### config.mk
export PLATFORM = sky130hd
export DESIGN_NAME = dtw_isqrt
export DESIGN_NICKNAME = d
export VERILOG_FILES = /design/src/rtl/dtw_isqrt.sv
export SDC_FILE = /design/constraint.sdc
export NUM_CORES = 2
export LEC_CHECK = 0
export BUFFER_PORTS_ARGS = -buffer_cell sky130_fd_sc_hd__clkbuf_2
export CAP_MARGIN = 5
export CELL_PAD_IN_SITES_DETAIL_PLACEMENT = 1
export CELL_PAD_IN_SITES_GLOBAL_PLACEMENT = 2
export CORE_MARGIN = 4
export CORE_UTILIZATION = 35
export DETAILED_ROUTE_END_ITERATION = 12
export PLACE_DENSITY = 0.73
export RECOVER_POWER = 50
export SKIP_CTS_REPAIR_TIMING = 1
export SYNTH_ARGS = -nofsm -noshare
export SYNTH_HDL_FRONTEND = slang
export SYNTH_MEMORY_MAX_BITS = 65536
export SYNTH_SLANG_ARGS = --single-unit
### constraint.sdc
create_clock -name i_clk -period 4.1 [get_ports i_clk]
set_input_delay 0.205 -clock i_clk [delete_from_list [all_inputs] [get_ports i_clk]]
set_output_delay 0.205 -clock i_clk [all_outputs]
set_load 0.01 [all_outputs]
### src/rtl/dtw_isqrt.sv
`timescale 1ns / 1ps
// pipelined integer square root, one root bit per stage, with a carried tag
// no package dependencies
module dtw_isqrt #(
    parameter int unsigned IN_W = 64,
    parameter int unsigned TW   = 1
) (
    input  logic              i_clk,
    input  logic              i_rst_n,
    input  logic              i_en,
    input  logic              i_valid,
    input  logic [IN_W-1:0]   i_rad,
    input  logic [TW-1:0]     i_tag,
    output logic              o_valid,
    output logic [IN_W/2-1:0] o_root,
    output logic [TW-1:0]     o_tag
);
    localparam int unsigned N  = IN_W / 2;
    localparam int unsigned RW = N + 2;

    logic [N:1]      r_vld;
    logic [IN_W-1:0] r_rad  [1:N];
    logic [RW-1:0]   r_rem  [1:N];
    logic [N-1:0]    r_root [1:N];
    logic [TW-1:0]   r_tag  [1:N];

    for (genvar g = 0; g < N; g++) begin : g_stage
        logic            vld_in;
        logic [IN_W-1:0] rad_in;
        logic [RW-1:0]   rem_in;
        logic [N-1:0]    root_in;
        logic [TW-1:0]   tag_in;
        logic [RW-1:0]   rem_sh;
        logic [RW-1:0]   trial;

        if (g == 0) begin : g_first
            assign vld_in  = i_valid;
            assign rad_in  = i_rad;
            assign rem_in  = '0;
            assign root_in = '0;
            assign tag_in  = i_tag;
        end else begin : g_next
            assign vld_in  = r_vld[g];
            assign rad_in  = r_rad[g];
            assign rem_in  = r_rem[g];
            assign root_in = r_root[g];
            assign tag_in  = r_tag[g];
        end

        assign rem_sh = {rem_in[RW-3:0], rad_in[IN_W-1 -: 2]};
        assign trial  = {root_in, 2'b01};

        always_ff @(posedge i_clk) begin
            if (!i_rst_n) begin
                r_vld[g+1] <= 1'b0;
            end else if (i_en) begin
                r_vld[g+1] <= vld_in;
            end
        end

        always_ff @(posedge i_clk) begin
            if (i_en) begin
                r_rad[g+1] <= {rad_in[IN_W-3:0], 2'b00};
                r_tag[g+1] <= tag_in;
                if (rem_sh >= trial) begin
                    r_rem[g+1]  <= rem_sh - trial;
                    r_root[g+1] <= {root_in[N-2:0], 1'b1};
                end else begin
                    r_rem[g+1]  <= rem_sh;
                    r_root[g+1] <= {root_in[N-2:0], 1'b0};
                end
            end
        end
    end

    assign o_valid = r_vld[N];
    assign o_root  = r_root[N];
    assign o_tag   = r_tag[N];

endmodule

Word-level counts from Yosys, hierarchy flattened
Memories as Yosys holds them, arrays and structs flattened.
Index checks and enable logic that the tools add are counted.
Cells by class
  $add $sub $neg: 32
  order comparisons: 32
  mux-type cells: 258
  bitwise logic cells: 64
Operators by type and width (count)
  34-bit two-way mux: 32
  34-bit >= comparator: 31
  34-bit subtractor: 31
  32-bit two-way mux: 32
  1-bit two-way mux: 194
  1-bit bitwise OR: 64
  2-bit by 1-bit subtractor with 3-bit output (second input constant): 1
  2-bit by 1-bit >= comparator with 1-bit output (second input constant): 1
Storage, ports and cells
  register bits: 32
  memory bits (writable): 4128
  input bits: 69
  output and inout port bits: 34
  logic and storage cells: 422
  memories: 4
Memories
  r_rad: depth 32, bits a word 62, read ports 31, clocked after Yosys merged registers in 0, write ports 32, RTL line 22  | logic [IN_W-1:0] r_rad [1:N];
  r_rem: depth 32, bits a word 34, read ports 31, clocked after Yosys merged registers in 0, write ports 32, RTL line 23  | logic [RW-1:0] r_rem [1:N];
  r_root: depth 32, bits a word 32, read ports 32, clocked after Yosys merged registers in 0, write ports 32, RTL line 24  | logic [N-1:0] r_root [1:N];
  r_tag: depth 32, bits a word 1, read ports 32, clocked after Yosys merged registers in 0, write ports 32, RTL line 25  | logic [TW-1:0] r_tag [1:N];

Depth between registers and ports, before layout
An unclocked memory read counts as a cell.
  depth in word-level cells: 6
  gate-level depth with buffers: 14

Worst setup path after synthesis
Ideal clock, no wire load.
  kind: reg-to-reg
  start point: reg, netlist name r_rem[0][749]
  end point: reg, netlist name r_rem[0][791]
  setup time: 260 ps
  arrival: 3328 ps
  required time: 3840 ps
  slack: 512 ps
  cell stages (with the launch flop): 13
  buffers on the path: 2
  clock period less this slack: 3588 ps
  cell sequence: edfxtp_1 -> ha_1 -> nor2_1 -> a211oi_1 -> o2111a_1 -> nor4_1 -> a21oi_1 -> o2111ai_1 -> a41o_1 -> and2_1 -> clkbuf_1 -> buf_1 -> mux2_2

==> results.json <==
{
  "outcome": "finished, violations left",
  "violations": "capacitance limit, slew limit",
  "drtAntennaViolNets": 0,
  "clock_skew_ns": 0.0745,
  "seq_area_frac_synth_pct": 64.1,
  "initial_utilization_pct": 35.2,
  "vias": 71797,
  "gp_congestion": 0.841,
  "syn_inst": 9154,
  "endpoint_kind": "register",
  "grt_pass1_wl_mm": 438,
  "p_leak_uw": 0.0506,
  "p_sw_uw": 22200,
  "syn_area_per_cell_um2": 12.9,
  "tritoncts": "yes",
  "synth_enable_flop_cells": 2497,
  "row_count": 212,
  "io_buffers": 102,
  "yosys_register_bits": 2529,
  "grt.total_usage_pct": 15.8,
  "clockRootBuffer": "clkbuf_16",
  "area_growth_pct": 14.4,
  "ys.flop_type": "edfxtp_1",
  "rsz0062_at_grt": "no",
  "hold_path.class": "in -> reg",
  "stdcell_area_um2": 135000,
  "worstSetupPathType": "reg -> reg",
  "routed_via_density": 5.02,
  "pwr-share-comb_pct": 20.4,
  "synth.cell_area_um2": 118000,
  "power_density_nw_per_um2": 568,
  "setup-violations-final": 0,
  "wl_per_cell_um": 19.6,
  "irDropWorstVdd_v": 0.000497,
  "clockBufferDepth": 4,
  "synth.area.top_cells": "edfxtp_1 (64%), ha_1 (6.0%), xor2_1 (2.9%)",
  "min_period_ns": 3.86,
  "max_cap_violations": 10,
  "yosys.area.top_type": "edfxtp_1",
  "swShare_pct": 29.0,
  "totalWireLength_mm": 281,
  "yosysWarnings": 0,
  "grt_pass1_vias": 75441,
  "coreArea_um2": 334000,
  "power_frac_seq_pct": 45.5,
  "die_h_um": 588,
  "crit_path_max_fanout": 25,
  "layout_common_cells": "edfxtp_1 (2497), inv_1 (711), nand2_1 (677)",
  "tightest_slew_ns": 2.26,
  "cp_data_arrival_time_ns": 4.49,
  "final.period_utilization_pct": 94.2,
  "drive_gt1_share_pct": 8.28,
  "synth_top_area_share_pct": 63.6,
  "drt_iter0_markers": 4116,
  "slew_headroom_pct": -50.8,
  "slew_viol_final": 655,
  "clk_pin_slew_ns": 0.06,
  "cpMostUsedCell": "a21oi_1",
  "critPathRequiredTime_ns": 4.72,
  "fin_cells": 14302,
  "die_x_um": 588,
  "h-tree-depth": 5,
  "firstDrtPassIters": 7,
  "clkPwrFrac_pct": 34.1,
  "grt_max_degree": 175,
  "setup.worst_path.start_class": "register",
  "clk_latency_ns": 0.90,
  "synth.distinct_cells": 87,
  "timing.fmax_mhz": 259,
  "grt_antenna_before_repair": 9,
  "io-pin-count": 103,
  "dieArea_um2": 346000,
  "drc": 0,
  "place_inst": 13681,
  "globalRoute.totalOverflow": 0,
  "cts.sinks": 2529,
  "min_path_cells": 2,
  "r2r_cells": 12,
  "crit_slowest_cell": "a21oi_1",
  "synth_nets": 9785,
  "path_cells": "ha_1 > a21oi_1 > nand2_1 > o31a_1 > a31oi_1 > o211ai_1 > a221o_1 > a21oi_1 > clkinv_1 > buf_4 > nor2_1 > a21oi_1",
  "p_int_uw": 54400,
  "holdWs_ns": 0.0241,
  "final_net_count": 10195,
  "async_flop_share_pct": 0,
  "fin_setup_tns_ns": 0,
  "slowest_delay_ns": 0.61,
  "cts_inserted_buffers": 291,
  "n_fill_cell": 34831,
  "post-place-ws_ns": 0.289,
  "hold_viol": 0,
  "hpwl_mm": 205,
  "dpl_cell_area_um2": 125000,
  "worst_slack_ns": 0.238,
  "layout_commonest_cell": "edfxtp_1"
}
==> critical path: cells and delay by family (launching register included) <==
family	cells	cell delay, ns
buf+inv	2	0.47
flops	1	0.40
fa+ha+maj	1	0.40
compound gates	7	2.07
simple gates	2	0.26
==> metal layers <==
layer / GRT usage [%] / share of wire, % / vias to the layer above
met3: 2.08 / 3.4 / 490
met2: 27.2 / 49 / 1002
met4: 5.54 / 3.5 / 0
met1: 20.5 / 44 / 35590
met5: 0 / 0 / -
li1: - / - / 34715
==> through the flow <==
stage          power [uW]  utilization [%]
6_report            76600             40.3
3_3_place_gp        50600             37.2
2_1_floorplan       45400                -
5_1_grt             80900             40.3
3_5_place_dp        51000             37.2
4_1_cts             77800             40.1
==> path summary, 6_finish.rpt <==
check,start,to,slack (ns)
max,r_rem[0][1024],r_rem[0][1069],0.24
min,i_rst_n,o_valid,0.02
min reg2reg,r_rad[0][1353],r_rad[0][1417],0.38
max reg2reg,r_rem[0][1024],r_rem[0][1069],0.24
==> cell families (layout without fill, tap and decap cells) <==
family                     after synthesis  count (layout)  synth area share (%)
DFF                                   2529            2529                  64.1
and+or+nand+nor                       2404            2404                  10.3
AOI/OAI and AO/OA                     1813            1813                  9.52
buffers and inverters                  920            1567                  2.95
xor gates and xnor gates               773             773                  5.74
adders and majority gates              562             562                  5.96
muxes                                  153             153                  1.40
other                                    0               7                     0
==> area by class of cell <==
type	count	area, um^2	share of cell area, %
multi-input combinational	5705	38800	28.8
sequential	2529	75600	56.1
clock buffer	355	7680	5.69
clock inverter	175	1960	1.45
inverter	714	2680	1.99
antenna	7	17.5	0.0130
timing repair buffer	323	2470	1.83
tap	4494	5620	4.17
==> cell usage after synthesis (49+ instances only) <==
master    instances
o21bai_1         49
nor2b_1         131
or3_1           106
nor2_1          443
ha_1            562
and3_1           55
xor2_1          388
nand4_1          84
a31oi_1          59
xnor2_1         385
o21a_1           93
mux2i_1          54
a21oi_1         507
o21ai_0         549
edfxtp_1       2497
nand3_1         186
nand2b_1        111
nor3_1          232
inv_1           711
clkbuf_1        184
nand2_1         677
nor4_1          114
mux2_2           99
a21o_1          211
==> power groups by stage <==
stage | logic (uW) | registers (uW) | clock network, uW
4_1_cts | 15700 | 35000 | 27100
5_1_grt | 17500 | 35200 | 28300
3_5_place_dp | 15500 | 35500 | 0
3_3_place_gp | 15200 | 35400 | 0
6_report | 15600 | 34900 | 26100
2_1_floorplan | 11200 | 34200 | 0
==> state kept, by name, summed over array words and instances (netlist names) <==
signal          count
r_tag              32
r_rad             992
r_rem             945
o_valid             1
g_stage.vld_in     31
r_root            528
(Power assumes the default switching activity.)
